## src/pressure_projection_solver_core_macros.svh

```systemverilog
// assertion macros shared by the solver rtl
// expects clk_i and rst_ni in the scope of the using module
`ifndef PRESSURE_PROJECTION_SOLVER_CORE_MACROS_SVH
`define PRESSURE_PROJECTION_SOLVER_CORE_MACROS_SVH

// same-cycle implication
`define PPS_ASSERT_IMPL(label, ante, cons, msg) \
  label: assert property (@(posedge clk_i) disable iff (!rst_ni) (ante) |-> (cons)) \
    else $error(msg);

// next-cycle implication
`define PPS_ASSERT_NEXT(label, ante, cons, msg) \
  label: assert property (@(posedge clk_i) disable iff (!rst_ni) (ante) |=> (cons)) \
    else $error(msg);

`endif

```

## src/pps_pkg.sv

```systemverilog
// shared types, constants and helpers of the pressure projection solver
// no dependencies
package pps_pkg;

  // default sizes
  localparam int unsigned MAX_WIDTH_DEF     = 128;
  localparam int unsigned MAX_HEIGHT_DEF    = 128;
  localparam int unsigned FRACTION_BITS_DEF = 12;
  localparam int unsigned REL_FRAC          = 14;

  // field widths
  localparam int unsigned INDEX_W   = 14;
  localparam int unsigned WORD_W    = 32;
  localparam int unsigned DIM_W     = 8;
  localparam int unsigned SWEEP_W   = 10;
  localparam int unsigned RELAX_W   = 15;
  localparam int unsigned GAIN_W    = 31;
  localparam int unsigned APB_W     = 32;
  localparam int unsigned CFG_ADDR_W = 5;

  // register reset values
  localparam logic [DIM_W-1:0]   GRID_WIDTH_RST  = 8'd128;
  localparam logic [DIM_W-1:0]   GRID_HEIGHT_RST = 8'd128;
  localparam logic [SWEEP_W-1:0] SWEEP_RST       = 10'd40;
  localparam logic [RELAX_W-1:0] RELAX_RST       = 15'd31130;
  localparam logic [GAIN_W-1:0]  DIV_GAIN_RST    = 31'd4096;
  localparam logic [GAIN_W-1:0]  GRAD_GAIN_RST   = 31'd4096;

  typedef enum logic [1:0] {
    OP_WRITE = 2'd0,
    OP_SOLVE = 2'd1,
    OP_READ  = 2'd2,
    OP_NONE  = 2'd3
  } op_e;

  typedef enum logic [2:0] {
    REG_GRID_WIDTH  = 3'd0,
    REG_GRID_HEIGHT = 3'd1,
    REG_SWEEP_COUNT = 3'd2,
    REG_RELAX       = 3'd3,
    REG_DIV_GAIN    = 3'd4,
    REG_GRAD_GAIN   = 3'd5
  } reg_e;

  localparam logic RESULT_READ = 1'b0;
  localparam logic RESULT_DONE = 1'b1;

  typedef struct packed {
    logic [DIM_W-1:0]   grid_width;
    logic [DIM_W-1:0]   grid_height;
    logic [SWEEP_W-1:0] sweep_count;
    logic [RELAX_W-1:0] relaxation_factor;
    logic [GAIN_W-1:0]  divergence_gain;
    logic [GAIN_W-1:0]  gradient_gain;
  } cfg_t;

  // controller to datapath
  typedef struct packed {
    logic load_item;
    logic read_item;
    logic load_read;
    logic load_done;
    logic clear_start;
    logic clear_step;
    logic pos_start;
    logic pos_next;
    logic fetch_start;
    logic fetch_step;
    logic rlx_sum;
    logic rlx_rhs;
    logic div_start;
    logic rlx_mul;
    logic rlx_write;
    logic grd_mul;
    logic grd_write;
    logic grd_zero;
  } cmd_t;

  // datapath to controller
  typedef struct packed {
    logic clear_last;
    logic last_cell;
    logic fetch_done;
    logic cell_fluid;
    logic no_neighbor;
    logic div_done;
  } sts_t;

  // saturate a wide signed value to 32 bits
  function automatic logic signed [WORD_W-1:0] sat32(input logic signed [71:0] x);
    if (x > 72'sd2147483647) begin
      return 32'sh7fffffff;
    end else if (x < -72'sd2147483648) begin
      return 32'sh80000000;
    end else begin
      return x[WORD_W-1:0];
    end
  endfunction

endpackage

```

## src/pps_ctrl.sv

```systemverilog
// controller state machine sequencing items, sweeps and cell steps
// depends on pps_pkg and the assertion macro header
`include "pressure_projection_solver_core_macros.svh"

module pps_ctrl import pps_pkg::*; (
  input  logic               clk_i,
  input  logic               rst_ni,
  input  logic [SWEEP_W-1:0] sweep_count_i,
  input  logic               req_valid_i,
  input  op_e                req_op_i,
  output logic               in_ready_o,
  output logic               out_valid_o,
  input  logic               out_ready_i,
  output cmd_t               cmd_o,
  input  sts_t               sts_i
);

  typedef enum logic [14:0] {
    S_IDLE     = 15'b000000000000001,
    S_READ     = 15'b000000000000010,
    S_CLEAR    = 15'b000000000000100,
    S_FETCH    = 15'b000000000001000,
    S_RLX_SUM  = 15'b000000000010000,
    S_RLX_RHS  = 15'b000000000100000,
    S_RLX_DST  = 15'b000000001000000,
    S_RLX_DIV  = 15'b000000010000000,
    S_RLX_MUL  = 15'b000000100000000,
    S_RLX_WR   = 15'b000001000000000,
    S_GRD_MUL  = 15'b000010000000000,
    S_GRD_WR   = 15'b000100000000000,
    S_GRD_ZERO = 15'b001000000000000,
    S_NEXT     = 15'b010000000000000,
    S_DONE     = 15'b100000000000000
  } state_e;

  state_e             state_d, state_q;
  logic [SWEEP_W-1:0] sweep_d, sweep_q;
  logic               grad_d, grad_q;
  logic               out_valid_d, out_valid_q;
  logic               accept;

  assign in_ready_o  = (state_q == S_IDLE) && (!out_valid_q || out_ready_i);
  assign accept      = req_valid_i && in_ready_o;
  assign out_valid_o = out_valid_q;

  // next state and commands
  always_comb begin
    state_d     = state_q;
    sweep_d     = sweep_q;
    grad_d      = grad_q;
    out_valid_d = out_valid_q && !out_ready_i;
    cmd_o       = '0;
    unique case (state_q)
      S_IDLE: begin
        if (accept) begin
          unique case (req_op_i)
            OP_WRITE: cmd_o.load_item = 1'b1;
            OP_READ: begin
              cmd_o.read_item = 1'b1;
              state_d         = S_READ;
            end
            OP_SOLVE: begin
              cmd_o.clear_start = 1'b1;
              state_d           = S_CLEAR;
            end
            default: ;
          endcase
        end
      end
      S_READ: begin
        cmd_o.load_read = 1'b1;
        out_valid_d     = 1'b1;
        state_d         = S_IDLE;
      end
      S_CLEAR: begin
        cmd_o.clear_step = 1'b1;
        if (sts_i.clear_last) begin
          cmd_o.pos_start   = 1'b1;
          cmd_o.fetch_start = 1'b1;
          sweep_d           = '0;
          grad_d            = sweep_count_i == '0;
          state_d           = S_FETCH;
        end
      end
      S_FETCH: begin
        cmd_o.fetch_step = 1'b1;
        if (sts_i.fetch_done) begin
          state_d = grad_q ? S_GRD_MUL : S_RLX_SUM;
        end
      end
      S_RLX_SUM: begin
        cmd_o.rlx_sum = 1'b1;
        state_d = (!sts_i.cell_fluid || sts_i.no_neighbor) ? S_NEXT : S_RLX_RHS;
      end
      S_RLX_RHS: begin
        cmd_o.rlx_rhs = 1'b1;
        state_d       = S_RLX_DST;
      end
      S_RLX_DST: begin
        cmd_o.div_start = 1'b1;
        state_d         = S_RLX_DIV;
      end
      S_RLX_DIV: begin
        if (sts_i.div_done) begin
          state_d = S_RLX_MUL;
        end
      end
      S_RLX_MUL: begin
        cmd_o.rlx_mul = 1'b1;
        state_d       = S_RLX_WR;
      end
      S_RLX_WR: begin
        cmd_o.rlx_write = 1'b1;
        state_d         = S_NEXT;
      end
      S_GRD_MUL: begin
        cmd_o.grd_mul = 1'b1;
        state_d       = sts_i.cell_fluid ? S_GRD_WR : S_NEXT;
      end
      S_GRD_WR: begin
        cmd_o.grd_write = 1'b1;
        state_d         = S_GRD_ZERO;
      end
      S_GRD_ZERO: begin
        cmd_o.grd_zero = 1'b1;
        state_d        = S_NEXT;
      end
      S_NEXT: begin
        if (!sts_i.last_cell) begin
          cmd_o.pos_next    = 1'b1;
          cmd_o.fetch_start = 1'b1;
          state_d           = S_FETCH;
        end else if (grad_q) begin
          state_d = S_DONE;
        end else begin
          // end of one sweep
          cmd_o.pos_start   = 1'b1;
          cmd_o.fetch_start = 1'b1;
          state_d           = S_FETCH;
          if ({1'b0, sweep_q} + 11'd1 == {1'b0, sweep_count_i}) begin
            grad_d = 1'b1;
          end else begin
            sweep_d = sweep_q + SWEEP_W'(1);
          end
        end
      end
      S_DONE: begin
        cmd_o.load_done = 1'b1;
        out_valid_d     = 1'b1;
        state_d         = S_IDLE;
      end
      default: state_d = S_IDLE;
    endcase
  end

  always_ff @(posedge clk_i or negedge rst_ni) begin
    if (!rst_ni) begin
      state_q     <= S_IDLE;
      sweep_q     <= '0;
      grad_q      <= 1'b0;
      out_valid_q <= 1'b0;
    end else begin
      state_q     <= state_d;
      sweep_q     <= sweep_d;
      grad_q      <= grad_d;
      out_valid_q <= out_valid_d;
    end
  end

  // checks
  `PPS_ASSERT_NEXT(a_solve_clears, accept && (req_op_i == OP_SOLVE), state_q == S_CLEAR, "solve did not start with a clear")
  `PPS_ASSERT_IMPL(a_done_slot_free, state_q == S_DONE, !out_valid_q, "result slot busy at solve end")
  `PPS_ASSERT_IMPL(a_div_done_wait, sts_i.div_done, state_q == S_RLX_DIV, "divider finished outside its wait")
  `PPS_ASSERT_IMPL(a_busy_no_accept, in_ready_o, state_q == S_IDLE, "ready while busy")

endmodule

```

## config.mk

```make
export PLATFORM = sky130hd
export DESIGN_NAME = pps_ctrl
export DESIGN_NICKNAME = d
export VERILOG_FILES = /design/src/pps_pkg.sv /design/src/pps_ctrl.sv
export VERILOG_INCLUDE_DIRS = /design/src /design/src/src
export SDC_FILE = /design/constraint.sdc
export NUM_CORES = 1
export LEC_CHECK = 0
export BUFFER_PORTS_ARGS = -buffer_cell sky130_fd_sc_hd__clkbuf_2
export CORE_MARGIN = 5
export CORE_UTILIZATION = 54
export DETAILED_ROUTE_END_ITERATION = 16
export HOLD_SLACK_MARGIN = 0.15
export PLACE_DENSITY = 0.78
export SYNTH_ARGS = -nofsm -noshare
export SYNTH_HDL_FRONTEND = slang
export SYNTH_SLANG_ARGS = --single-unit
```

## constraint.sdc

```tcl
create_clock -name clk_i -period 4.07 [get_ports clk_i]
set_clock_uncertainty 0.05 [all_clocks]
set_input_delay 0.2035 -clock clk_i [delete_from_list [all_inputs] [get_ports clk_i]]
set_output_delay 0.2035 -clock clk_i [all_outputs]
set_load 0.005 [all_outputs]
```

# After elaboration in Yosys (flattened, before gate mapping)
# Cells that the tools add are included.
# classes
n_addsub	2
n_eq_ne	26
n_reduce_logical	16
n_mux	49
# ops
cell	count
$pmux 15 s12	1
$mux 15	6
$mux 10	4
$pmux 15 s2	1
$mux 1	28
$mux 14	2
$pmux 10 s2	1
$eq 15x1->1 const B	1
$eq 15x10->1 const B	1
$eq 15x11->1 const B	1
$eq 15x12->1 const B	1
$eq 15x13->1 const B	1
$eq 15x14->1 const B	1
$eq 15x15->1 const B	1
$eq 15x2->1 const B	1
$eq 15x3->1 const B	1
$eq 15x4->1 const B	1
$eq 15x5->1 const B	1
$eq 15x6->1 const B	1
$eq 15x7->1 const B	1
$eq 15x8->1 const B	1
$eq 15x9->1 const B	1
$ne 2x2->1 const B	7
$add 10x1->11 const B	1
other kinds (17)	27
# word_totals
inputBits	22
wordCells	97
output_inout_bits	20
reg_bits	27

# Depth between registers and ports, before layout
# depth
depth_word	6
depth_mapped	9
ltp_nobuf	8

# Worst setup path after synthesis
# No wires, ideal clock.
# synth_timing
kind	reg-to-reg
startpoint	register state_q[8]
endpoint	register sweep_q[2]
stages_incl_launch_ff	9
t_required_ns	3.894
setup_time_ns	0.126
path_slack_ns	1.683
period_less_slack_ns	2.387
arrival_time_ns	2.211
path_buffers	1
cell_sequence	dfrtp_1 buf_4 nor4_4 nand2_2 nor3_4 nand2_2 a311oi_4 a21oi_4 a221o_1
# synth_via
elab_chain_len	3
elab_cells_between_ends	9
cone_classes	eq/ne: 6; mux: 1; reduce/logical: 2
# synth_rtl
element	line	rtl
start: declaration	pps_ctrl.sv:36	state_e state_d, state_q;
start signal: assignment	pps_ctrl.sv:163	state_q <= state_d;
$eq 15x14->1 or $eq 15x3->1 (tied branches)	pps_ctrl.sv:53	unique case (state_q)
$ne 2x2->1 (no source line) or $reduce_bool 2->1 (tied branches)	--	
$reduce_and 5->1 (no source line)	--	
end signal: assignment	pps_ctrl.sv:164	sweep_q <= sweep_d;
end: declaration	pps_ctrl.sv:37	logic [SWEEP_W-1:0] sweep_d, sweep_q;
# Parallel ways exist; a longest one is shown, timed or not.
# A chain may end at the register's enable or synchronous reset.

==> qor.csv <==
metric,value,unit
routed_wirelength,4510,um
path_clk_slew,100,ps
cts_htree_levels,1,
criticalPathCategory,flop to output pin,
grt_pass1_vias,1655,
grt_max_degree,28,
viasPerCell,5.99,
boundaryPins,42,
via_count,1868,
required,3820,ps
initial_core_util,54.9,%
netlist_area,1980,sq um
busiest_layer,met2,
numPortBuffers,41,
cts_buffers,3,
ys_async_sr_fraction,100,%
wire_per_inst,14.5,um
drv_cap,0,
final_cell_mix,"clkbuf_2 (41), dfrtp_1 (26), nor2_1 (20)",
grt_setup_unrepaired,false,
critPathLaunchType,flop,
critPathMaxStageDelay,590,ps
whs,158,ps
setup_viol,0,
reg2reg_from,state_q[1],
startpoint,state_q[4],
grt_util_met3,3.84,%
grt_usage,18.6,%
clk_latency,280,ps
grt_antenna_before_repair,0,
ys_warn_count,0,
dpl.hpwl,3560,um
worstMarginPinSlew,654,ps
dieHeight,70.5,um
slew_headroom,56.4,%
postRouteAntennaNets,0,
crit_top_cell,nand4_1,
finalCritPeriodShare,76.2,%
nets,288,
grtUsageMet2,33.7,%
multi_input_area,1250,sq um
core_area,3610,sq um
drt_iter0_drc,104,
nFillCells,337,
cp_max_fo,9,
seq_area,677,sq um
use_met1,22.4,%
leakagePower,1.05,nW
power_density,336,nW/um^2
place_congestion,0.934,
status,finished clean,
ys.flop_type,dfrtp_1,
cp_slowest_cell,nor4_4,
num_antenna_cells,0,
first_pass_iters,4,
ir_worst_vdd,0.159,mV
cp_cell_sequence,"nor4_1, nand4_1, nor4_4, nand2b_1, o2111a_1, nand4_1, nor2b_1, clkbuf_2",
area.growth.synth_to_final,15.2,%
synth_nets,247,
rows,22,
cts_tree,yes,
grt-ovfl-total,0,
min-delay-start,sts_i[1],
syn_avg_cell_area,8.84,sq um
max_freq,322,MHz
netlist_instances,224,
final_util,63.3,%
final.setup.tns,0,ps
final_common_cell,clkbuf_2,
drive_gt1_share,21.2,%
ys_ff_latch,27,
dieWidth,70.5,um
clockBufferDepth,2,
crit_arrival,2850,ps
hold_class,primary input to flop,
yosysSeqAreaShare,34.2,%
drv_slew,0,
clock_sinks,27,
synth_cell_types,51,
synth-edff-count,0,
route.detailed.drc,0,
cts_root_buffer,clkbuf_8,
cp-end-kind,output pin,
fin_crit,3100,ps
die-area,4980,sq um
grt_pass1_wl,7670,um
hold_violations,0,
-- cell usage after synthesis, types with 2 or more instances --
cell | instances | area share (%)
nand2_1 | 18 | 3.4
nor4b_1 | 2 | 0.89
nand4_1 | 5 | 1.6
nor3_1 | 5 | 1.3
a21oi_1 | 5 | 1.3
mux2i_1 | 2 | 1.0
clkbuf_1 | 4 | 0.76
xor2_1 | 5 | 2.2
a31oi_1 | 2 | 0.63
xnor2_1 | 12 | 5.3
nand2b_1 | 5 | 1.6
nor4_1 | 6 | 1.9
and4_1 | 3 | 1.3
nand3_1 | 12 | 3.0
and3b_1 | 2 | 0.89
dfrtp_1 | 26 | 33
nor3b_1 | 6 | 2.3
inv_1 | 5 | 0.95
and2_1 | 3 | 0.95
nor2b_1 | 5 | 1.6
nor4_4 | 2 | 2.1
a221o_1 | 8 | 4.0
buf_2 | 2 | 0.51
o21ai_0 | 15 | 3.8
and3_1 | 14 | 4.4
nand2_2 | 2 | 0.63
nor2_1 | 20 | 3.8
or3_1 | 4 | 1.3
a2bb2oi_1 | 2 | 0.89
-- worst max-delay path, delay by kind of cell, from the launching register on --
family          cells  cell delay [ps]
compound gates      1              170
simple gates        6             1820
buf+inv             1              110
flops               1              470
-- cell families after synthesis --
group,after synthesis,share of synthesized area [%]
compound gates,43,16.9
fa+ha+maj,1,0.632
xor+xnor,17,7.52
mux,3,1.58
simple gates,121,36.6
flops,27,34.2
buf+inv,12,2.59
-- metal layers --
metal	up-vias	routed length, um
met5	-	0
met4	0	49
met3	6	174
met2	30	2300
met1	912	1990
li1	920	-
-- cell type report --
| type | count | area share [%] |
|---|---|---|
| clock inverter | 1 | 0.329 |
| inverter | 5 | 0.823 |
| tap | 48 | 2.63 |
| multi-input combinational | 185 | 54.9 |
| timing repair buffer | 43 | 9.87 |
| clock buffer | 3 | 1.81 |
| sequential | 27 | 29.7 |
-- per-stage QoR --
stage                     setup WS, ps  area, sq um  instances  power (W)
final                              967         2280        312   0.000767
after global routing               775         2280        312   0.000819
after CTS                          999         2280        312   0.000770
after detailed placement          1180         2210        306   0.000614
after global placement            1280         2210        306   0.000607
after floorplan                   1680         1980        224   0.000529
-- power by group --
part	internal [W]	leakage, nW	switching (W)
clock	0.0000697	0.0217	0.0000872
sequential	0.000296	0.367	0.0000402
combinational	0.000117	0.664	0.000157
-- worst paths after layout --
check                                    to  slack, ps  cells past startpoint
worst max-delay path              cmd_o[16]        970                      8
worst min-delay path             state_q[5]        160                      2
worst max register to register   sweep_q[5]       1170                      7
worst min register to register  out_valid_o        490                      1
max in group asynchronous        state_q[3]       3120                      2
min in group asynchronous        state_q[6]        420                      2
-- flip-flops by register name, indices dropped and copies added (netlist names) --
name,flops
out_valid_o,1
grad_q,1
state_q,15
sweep_q,10
-- what timing repair did --
action | CTS | global route
setup buffers | 0 | 0
hold buffers | 2 | 0
hold endpoints to repair | 27 | 0
gates resized for setup | 0 | 0
endpoints found under the setup margin | 0 | 0
(Power assumes the default switching activity.)
