File: src/pressure_projection_solver_core_macros.svh
// assertion macros shared by the solver rtl
// expects clk_i and rst_ni in the scope of the using module
`ifndef PRESSURE_PROJECTION_SOLVER_CORE_MACROS_SVH
`define PRESSURE_PROJECTION_SOLVER_CORE_MACROS_SVH

// same-cycle implication
`define PPS_ASSERT_IMPL(label, ante, cons, msg) \
  label: assert property (@(posedge clk_i) disable iff (!rst_ni) (ante) |-> (cons)) \
    else $error(msg);

// next-cycle implication
`define PPS_ASSERT_NEXT(label, ante, cons, msg) \
  label: assert property (@(posedge clk_i) disable iff (!rst_ni) (ante) |=> (cons)) \
    else $error(msg);

`endif

File: src/pps_pkg.sv
// shared types, constants and helpers of the pressure projection solver
// no dependencies
package pps_pkg;

  // default sizes
  localparam int unsigned MAX_WIDTH_DEF     = 128;
  localparam int unsigned MAX_HEIGHT_DEF    = 128;
  localparam int unsigned FRACTION_BITS_DEF = 12;
  localparam int unsigned REL_FRAC          = 14;

  // field widths
  localparam int unsigned INDEX_W   = 14;
  localparam int unsigned WORD_W    = 32;
  localparam int unsigned DIM_W     = 8;
  localparam int unsigned SWEEP_W   = 10;
  localparam int unsigned RELAX_W   = 15;
  localparam int unsigned GAIN_W    = 31;
  localparam int unsigned APB_W     = 32;
  localparam int unsigned CFG_ADDR_W = 5;

  // register reset values
  localparam logic [DIM_W-1:0]   GRID_WIDTH_RST  = 8'd128;
  localparam logic [DIM_W-1:0]   GRID_HEIGHT_RST = 8'd128;
  localparam logic [SWEEP_W-1:0] SWEEP_RST       = 10'd40;
  localparam logic [RELAX_W-1:0] RELAX_RST       = 15'd31130;
  localparam logic [GAIN_W-1:0]  DIV_GAIN_RST    = 31'd4096;
  localparam logic [GAIN_W-1:0]  GRAD_GAIN_RST   = 31'd4096;

  typedef enum logic [1:0] {
    OP_WRITE = 2'd0,
    OP_SOLVE = 2'd1,
    OP_READ  = 2'd2,
    OP_NONE  = 2'd3
  } op_e;

  typedef enum logic [2:0] {
    REG_GRID_WIDTH  = 3'd0,
    REG_GRID_HEIGHT = 3'd1,
    REG_SWEEP_COUNT = 3'd2,
    REG_RELAX       = 3'd3,
    REG_DIV_GAIN    = 3'd4,
    REG_GRAD_GAIN   = 3'd5
  } reg_e;

  localparam logic RESULT_READ = 1'b0;
  localparam logic RESULT_DONE = 1'b1;

  typedef struct packed {
    logic [DIM_W-1:0]   grid_width;
    logic [DIM_W-1:0]   grid_height;
    logic [SWEEP_W-1:0] sweep_count;
    logic [RELAX_W-1:0] relaxation_factor;
    logic [GAIN_W-1:0]  divergence_gain;
    logic [GAIN_W-1:0]  gradient_gain;
  } cfg_t;

  // controller to datapath
  typedef struct packed {
    logic load_item;
    logic read_item;
    logic load_read;
    logic load_done;
    logic clear_start;
    logic clear_step;
    logic pos_start;
    logic pos_next;
    logic fetch_start;
    logic fetch_step;
    logic rlx_sum;
    logic rlx_rhs;
    logic div_start;
    logic rlx_mul;
    logic rlx_write;
    logic grd_mul;
    logic grd_write;
    logic grd_zero;
  } cmd_t;

  // datapath to controller
  typedef struct packed {
    logic clear_last;
    logic last_cell;
    logic fetch_done;
    logic cell_fluid;
    logic no_neighbor;
    logic div_done;
  } sts_t;

  // saturate a wide signed value to 32 bits
  function automatic logic signed [WORD_W-1:0] sat32(input logic signed [71:0] x);
    if (x > 72'sd2147483647) begin
      return 32'sh7fffffff;
    end else if (x < -72'sd2147483648) begin
      return 32'sh80000000;
    end else begin
      return x[WORD_W-1:0];
    end
  endfunction

endpackage

File: src/pps_cfg.sv
// apb register file holding the solver configuration
// depends on pps_pkg
module pps_cfg import pps_pkg::*; (
  input  logic                  clk_i,
  input  logic                  rst_ni,
  input  logic                  psel,
  input  logic                  penable,
  input  logic                  pwrite,
  input  logic [CFG_ADDR_W-1:0] paddr,
  input  logic [APB_W-1:0]      pwdata,
  output logic [APB_W-1:0]      prdata,
  output logic                  pready,
  output cfg_t                  cfg_o
);

  cfg_t cfg_d, cfg_q;
  reg_e idx;
  logic wr_en;

  assign idx    = reg_e'(paddr[4:2]);
  assign wr_en  = psel && penable && pwrite;
  assign pready = 1'b1;
  assign cfg_o  = cfg_q;

  // register write
  always_comb begin
    cfg_d = cfg_q;
    if (wr_en) begin
      unique case (idx)
        REG_GRID_WIDTH:  cfg_d.grid_width        = pwdata[DIM_W-1:0];
        REG_GRID_HEIGHT: cfg_d.grid_height       = pwdata[DIM_W-1:0];
        REG_SWEEP_COUNT: cfg_d.sweep_count       = pwdata[SWEEP_W-1:0];
        REG_RELAX:       cfg_d.relaxation_factor = pwdata[RELAX_W-1:0];
        REG_DIV_GAIN:    cfg_d.divergence_gain   = pwdata[GAIN_W-1:0];
        REG_GRAD_GAIN:   cfg_d.gradient_gain     = pwdata[GAIN_W-1:0];
        default: ;
      endcase
    end
  end

  // register read
  always_comb begin
    unique case (idx)
      REG_GRID_WIDTH:  prdata = APB_W'(cfg_q.grid_width);
      REG_GRID_HEIGHT: prdata = APB_W'(cfg_q.grid_height);
      REG_SWEEP_COUNT: prdata = APB_W'(cfg_q.sweep_count);
      REG_RELAX:       prdata = APB_W'(cfg_q.relaxation_factor);
      REG_DIV_GAIN:    prdata = APB_W'(cfg_q.divergence_gain);
      REG_GRAD_GAIN:   prdata = APB_W'(cfg_q.gradient_gain);
      default:         prdata = '0;
    endcase
  end

  always_ff @(posedge clk_i or negedge rst_ni) begin
    if (!rst_ni) begin
      cfg_q.grid_width        <= GRID_WIDTH_RST;
      cfg_q.grid_height       <= GRID_HEIGHT_RST;
      cfg_q.sweep_count       <= SWEEP_RST;
      cfg_q.relaxation_factor <= RELAX_RST;
      cfg_q.divergence_gain   <= DIV_GAIN_RST;
      cfg_q.gradient_gain     <= GRAD_GAIN_RST;
    end else begin
      cfg_q <= cfg_d;
    end
  end

endmodule

File: config.mk
export PLATFORM = sky130hd
export DESIGN_NAME = pps_cfg
export DESIGN_NICKNAME = d
export VERILOG_FILES = /design/src/pressure_projection_solver_core_macros.svh /design/src/pps_pkg.sv /design/src/pps_cfg.sv
export SDC_FILE = /design/constraint.sdc
export NUM_CORES = 1
export LEC_CHECK = 0
export ABC_AREA = 1
export BUFFER_PORTS_ARGS = -buffer_cell sky130_fd_sc_hd__buf_2
export CORE_MARGIN = 5
export CORE_UTILIZATION = 50
export CTS_BUF_LIST = sky130_fd_sc_hd__clkbuf_16
export DETAILED_ROUTE_END_ITERATION = 16
export PLACE_DENSITY = 0.81
export SLEW_MARGIN = 25
export SYNTH_ARGS = -nofsm -noshare
export SYNTH_HDL_FRONTEND = slang
export SYNTH_SLANG_ARGS = --single-unit
File: constraint.sdc
create_clock -name clk_i -period 1 [get_ports clk_i]
set_input_delay 0.05 -clock clk_i [delete_from_list [all_inputs] [get_ports clk_i]]
set_output_delay 0.05 -clock clk_i [all_outputs]
set_load 0.02 [all_outputs]
=== Yosys cells after proc, flatten, opt, wreduce, memory -nomap -nowiden ===
Cells that the tools add are included.

* Add/sub/neg operators: 0
* Multiply operators: 0
* Div/mod/pow operators: 0
* Order comparisons: 0
* Equality and inequality tests: 5
* Shifts and indexed selects: 0
* Muxes and demuxes: 1
* Bitwise gates (word level): 0
* Reduce and logical (&&, ||, !) cells: 9

{| class="wikitable"
|+ Operators with widths
! operator !! number
|-
| 31-bit one-hot mux with 6 select lines || 1
|-
| 2-bit AND reduction || 6
|-
| 3-bit by 2-bit equality test with 1-bit output (second input constant) || 2
|-
| 3-bit equality test (second input constant) || 2
|-
| 3-bit by 1-bit equality test with 1-bit output (second input constant) || 1
|-
| 3-bit logical NOT || 1
|-
| 1-bit logical AND || 2
|}

* Flip-flop bits (word level): 103
* Latch bits: 0
* Bits in writable memories: 0
* Bits in read-only memories: 0
* Bits of input ports: 42
* Logic and storage cells: 21
* Memories kept: 0

=== Depth between registers and ports, before layout ===
Gate-level depths: netlist of run 1.

* Depth after elaboration: 3
* Gate-level depth with buffers: 8
* Mapped depth without buffers: 6

=== Least setup slack after synthesis of run 1 ===
Ideal clock, no wire load.

* Path type: input-to-output
* Start: in paddr[3]
* End: out prdata[15]
* Arrival time: 1,027 ps
* Data required time: 950 ps
* Path slack: -77 ps
* Stages on the path: 5
* Path buffers: 2
* Cells stage by stage: buf_4 > inv_2 > nand3_2 > clkbuf_1 > o22ai_1

* Cells in the longest elaborated chain, start to end: 2
* Elaborated cells between the ends (all ways): 7
* Classes of those cells: eq/ne: 5; mux: 1; reduce/logical: 1

{| class="wikitable"
|+ RTL lines
! what !! line !! text
|-
| start, declared || pps_cfg.sv:9 || <nowiki>input logic [CFG_ADDR_W-1:0] paddr,</nowiki>
|-
| 3-bit equality test, or another cell as far along || pps_cfg.sv:43 || <nowiki>unique case (idx)</nowiki>
|-
| 31-bit one-hot mux with 6 select lines * || pps_cfg.sv:43 ||
|-
| end, declared || pps_cfg.sv:11 || <nowiki>output logic [APB_W-1:0] prdata,</nowiki>
|}

Mark *: on every way between the ends. The rest lies on a longest branch, timed or not.

=== Worst setup path in the final report of run 1 ===
* Start: reg cfg_q, in the netlist cfg_o[96]
* End: out prdata[1]

* Cells in the longest elaborated chain, start to end: 1

{| class="wikitable"
|+ RTL lines
! what !! line !! text
|-
| start, declared || pps_cfg.sv:16 || <nowiki>cfg_t cfg_d, cfg_q;</nowiki>
|-
| start signal, assigned || pps_cfg.sv:63 || <nowiki>cfg_q <= cfg_d;</nowiki>
|-
| 31-bit one-hot mux with 6 select lines || pps_cfg.sv:43 ||
|}

Every way passes these cells.

==> impl_metrics.toml, run 1 <==
[synth]
ys_top_cells_by_area = "dfrtp_1, nand2_1, o21ai_0"
synth_compound_area_share_pct = 13.4
yosys.area.top_type = "dfrtp_1"
synth_seq_cells = 103
synthCells = 601
seq_area_frac_synth_pct = 53.5
synthAdderAreaFrac_pct = 0
syn_area_mm2 = 0.00485
synth_top_area_share_pct = 45.4
ys.warnings.count = 0
synth.avg_cell_area_um2 = 8.07
synth_xor_area_share_pct = 0
synth_top_family_by_area = "simple AND/OR/NAND/NOR gates"
synth_mux_area_share_pct = 0
yosys.area_share.simple_pct = 23.9
ys_types = 23
syn_nets = 643

[clocking]
path_clk_slew_ns = 0.07
numClockSinks = 103
clockBufferDepth = 2
cts_buffers = 9
htreeDepth = 3
clk_latency_ns = 0.35
cts_tree = "built"
root_buffer = "clkbuf_16"

[min_path]
hold-path-cell-count = 3
holdCritStartpoint = "pwdata[1]"
min_delay_worst_endpoint = "cfg_o[32]"
hold_path.class = "primary input to flop"

[die]
ioPinCount = 178
die_h_um = 108
coreArea_mm2 = 0.00959
rows = 36
initial_core_util_pct = 50.5
fp.dieW_um = 108
dieArea_mm2 = 0.0118

[setup_path]
r2r_slack_ns = -0.09
rr_endpoint = "cfg_o[5]"
start_kind = "flop"
arrival_ns = 1.37
crit-reg2reg-launch = "cfg_o[5]"
crit_type = "flop to output port"
crit_required_ns = 0.95
end_kind = "output port"
cp_max_fo = 2
crit_start = "cfg_o[96]"
worst_r2r_path_depth = 4

[status]
violations = "setup timing"
outcome = "complete, but fails checks"

[cells_and_area]
final_util_pct = 85.5
final_nets = 933
final_area_mm2 = 0.00820
insertedDiodeCount = 0
largest_register_ffs = 103
syn_to_final_growth_pct = 69.1
drive_above_1_share_pct = 43.1
final_cell_mix = "nand2_1, buf_6, o21ai_0, dfrtp_1, buf_2"
final_common_cell = "nand2_1"

[power]
p_leak_nw = 4.24
power.internal_w = 0.0103
clkPwrFrac_pct = 23.2
ir_drop_mv = 1.22
sw_frac_of_total_pct = 37.0
pwr-share-comb_pct = 40.5
netSwitchingPower_w = 0.00606
power_density_mw_per_mm2 = 2000
p_seq_share_pct = 36.3
power.total_w = 0.0164

[detailed_routing]
wl_per_cell_um = 22.7
drc = 0
via_per_inst = 5.99
drt_first_pass_iters = 6
drtIter0Drc = 617
routed_wl_um = 23300
via_count = 6162
postRouteAntennaNets = 0

[sta]
rsz0062_at_grt = "yes"
fin_crit_ns = 1.42
setup_viol = 89
timing.hold.ws_ns = 0.0206
layout_setup_ws_ns = -0.420
clock_skew_ns = 0
finalHoldViolations = 0
slew_viol_final = 0
fmax_ghz = 0.704
fin_crit_sh_pct = 142

[placement]
gp_congestion = 0.930
numPortBuffers = 172
placed_area_mm2 = 0.00623
dp_hpwl_um = 11600

[global_routing]
grt-ovfl-total = 0
antenna_found_initial = 0
grt_pass1_vias = 5678
grt_max_degree = 46
grt_first_pass_wirelength_um = 30000
grt_usage_pct = 33.2

[run]
drv_cap = 0
## cells by family after synthesis
logic type	count (synthesis)
buf+inv	99
simple gates	271
other cells	2
compound gates	126
flops	103
## routing by layer
layer	share of wire, %	routed length (um)	track usage (%)
met2	49	11400	56.4
met1	34	7820	40.3
met3	11	2520	8.00
met4	6.7	1560	14.3
met5	0	0	0
## synth_stat cells, drive strengths merged
cell type	instances
nand2	197
o21ai	103
dfrtp	88
inv	61
nand3	32
nor2	22
buf	21
nand4	19
clkbuf	17
o22ai	16
dfstp	15
a21oi	7
conb	2
nor3	1
## worst max-delay path, stage by stage, from the launching register on
cell     delay, ns
dfrtp_1       0.40
nand3_1       0.13
nand2_1       0.08
nor2_2        0.14
nand2_1       0.11
buf_6         0.15
## how the worst max path moves through the flow
stage / end / slack (ns)
after detailed placement: cfg_o[17] / -0.23
after global placement: prdata[10] / -0.17
after global routing: prdata[5] / -0.45
final: prdata[1] / -0.42
after floorplan: cfg_o[85] / -0.02
after CTS: prdata[7] / -0.32
## power by group through the flow
stage                     Sequential, W  Clock (W)  Combinational [W]
after floorplan                 0.00677          0            0.00125
after global placement          0.00574          0            0.00403
after detailed placement        0.00577          0            0.00415
after CTS                       0.00574    0.00372            0.00557
after global routing            0.00600    0.00399            0.00695
final                           0.00595    0.00379            0.00664
## stage by stage
step | worst slack, ns | TNS [ns] | std cells
floorplan | -0.0237 | -0.0474 | 601
global placement | -0.172 | -13.65 | 924
detailed placement | -0.234 | -17.86 | 924
CTS | -0.324 | -8.68 | 1008
global route | -0.453 | -15.73 | 1029
finish | -0.420 | -13.23 | 1029
## final cells by class
type                    count  area [um^2]
repair buffers            317         2870
flip-flops and latches    103         2600
multi-input cells         399         2020
fillers                   472         1390
inverters                  61          240
clock buffers               9          225
well taps                 133          166
clock inverters             7         81.3
## repair_timing
| item | in CTS | in global routing |
|---|---|---|
| setup endpoints to repair | 54 | 94 |
| pin swaps | 48 | 22 |
| buffers inserted | 41 | 33 |
| hold buffers | 31 | 0 |
| endpoints found under the hold margin | 167 | 0 |
| gates resized for setup | 186 | 112 |
No activity file was read; power rests on OpenSTA's default activity.
==> run 2: changes to the inputs <==
CORE_UTILIZATION = 45   (was 50)
PLACE_DENSITY = 0.74   (was 0.81)
RECOVER_POWER = 100   (was not set)
==> impl_metrics.toml, run 2 (synthesis gave the netlist of run 1 again) <==
[cells_and_area]
final_cells = 1021
drive_above_1_share_pct = 42.3
final_util_pct = 74.5
final_common_cell = "nand2_1"
final_nets = 917
final_cell_mix = "nand2_1, buf_6, o21ai_0"
largest_register_ffs = 103
syn_to_final_growth_pct = 64.4

[clocking]
clk_latency_ns = 0.34
numClockSinks = 103
path_clk_slew_ns = 0.07
cts_tree = "built"
htreeDepth = 3
root_buffer = "clkbuf_16"
cts_buffers = 9
clockBufferDepth = 2

[setup_path]
end_kind = "output port"
rr_endpoint = "cfg_o[94]"
arrival_ns = 1.35
crit-reg2reg-launch = "cfg_o[94]"
worst_r2r_path_depth = 4
crit_required_ns = 0.95
r2r_slack_ns = 0.02
crit_type = "flop to output port"
start_kind = "flop"
cp_max_fo = 2

[min_path]
hold_path.class = "primary input to flop"
hold-path-cell-count = 3
holdCritStartpoint = "pwdata[5]"
min_delay_worst_endpoint = "cfg_o[36]"

[placement]
numPortBuffers = 172
dp_hpwl_um = 11200
dp.cells = 929
gp_congestion = 0.865

[run]
drv_cap = 0

[power]
power_density_mw_per_mm2 = 2000
ir_drop_mv = 1.26
p_leak_nw = 4.14

[global_routing]
grt_max_degree = 70
grt-ovfl-total = 0
grt_pass1_vias = 5431
antenna_found_initial = 1
grt_first_pass_wirelength_um = 27200
grt_usage_pct = 26.5

[detailed_routing]
drt_first_pass_iters = 8
postRouteAntennaNets = 0
wl_per_cell_um = 17.7
routed_wl_um = 18100
via_count = 5472
via_per_inst = 5.36
drtIter0Drc = 372
drc = 0

[die]
fp.dieW_um = 114
coreArea_mm2 = 0.0107
ioPinCount = 178
rows = 38
die_h_um = 114
dieArea_mm2 = 0.0130
initial_core_util_pct = 45.3

[sta]
layout_setup_ws_ns = -0.398
fin_crit_ns = 1.40
finalHoldViolations = 0
rsz0062_at_grt = "yes"
slew_viol_final = 0
fmax_ghz = 0.716
setup_viol = 94
fin_crit_sh_pct = 140
clock_skew_ns = 0

[status]
violations = "setup timing"
outcome = "complete, but fails checks"
[run 2: cell types whose count changed in the layout (fill, tap and decap cells not counted), sizes merged]
cell      change
clkinv        +2
diode         +1
clkinvlp      -1
buf          -58
bufinv        +1
clkbuf       +42
inv           -2
[run 2: worst max path at each step]
stage,from,slack (ns),cells after the start,end
after floorplan,paddr[3],-0.02,7,cfg_o[85]
after global placement,paddr[3],-0.18,8,cfg_o[95]
after detailed placement,paddr[3],-0.20,8,cfg_o[99]
after CTS,cfg_o[94],-0.35,5,prdata[7]
after global routing,cfg_o[66],-0.44,5,prdata[4]
final,cfg_o[66],-0.40,5,prdata[4]
[run 2: worst max-delay path, cell delays in order, from the launching register on]
cell     delay, ns
dfstp_2       0.54
nand4_1       0.10
nand2_1       0.10
nor2_2        0.05
nand2_1       0.08
buf_6         0.12
[run 2: cell type report]
| type | count | area, um^2 |
|---|---|---|
| Tap cell | 140 | 175 |
| Clock buffer | 9 | 225 |
| Sequential cell | 103 | 2600 |
| Multi-Input combinational cell | 399 | 2000 |
| Clock inverter | 7 | 111 |
| Inverter | 61 | 229 |
| Timing Repair Buffer | 301 | 2630 |
| Fill cell | 726 | 2730 |
| Antenna cell | 1 | 2.50 |
[run 2: timing repair]
action,4_1_cts,5_1_grt
gates resized for setup,173,116
pin swaps,47,18
endpoints found under the hold margin,174,0
setup endpoints to repair,57,86
hold buffers,31,0
setup buffers,25,30
[run 2: through the flow]
step	TNS [ns]	cell area [um^2]	total power [W]	hold WS [ns]	setup slack, ns
floorplan	-0.0474	4880	0.00802	-0.246	-0.0237
global placement	-12.63	6250	0.00981	-0.129	-0.180
detailed placement	-16.09	6250	0.00993	-0.125	-0.199
CTS	-8.30	7620	0.0151	0.00487	-0.348
global route	-21.75	7970	0.0167	0.0184	-0.442
finish	-12.88	7970	0.0159	0.0152	-0.398
[run 2: per-layer routing]
| metal | vias up | routed length [um] | track usage [%] |
|---|---|---|---|
| met2 | 310 | 9140 | 43.9 |
| met3 | 56 | 1620 | 6.95 |
| li1 | 2493 | - | - |
| met1 | 2613 | 6840 | 33.0 |
| met5 | - | 0 | 0 |
| met4 | 0 | 518 | 10.7 |
[run 2: power breakdown]
group	internal, W	total [W]	leakage (nW)	switching [W]
combinational	0.00281	0.00606	2.74	0.00325
clock	0.00243	0.00402	0.164	0.00159
sequential	0.00511	0.00585	1.24	0.000739
total	0.0104	0.0159	4.14	0.00557
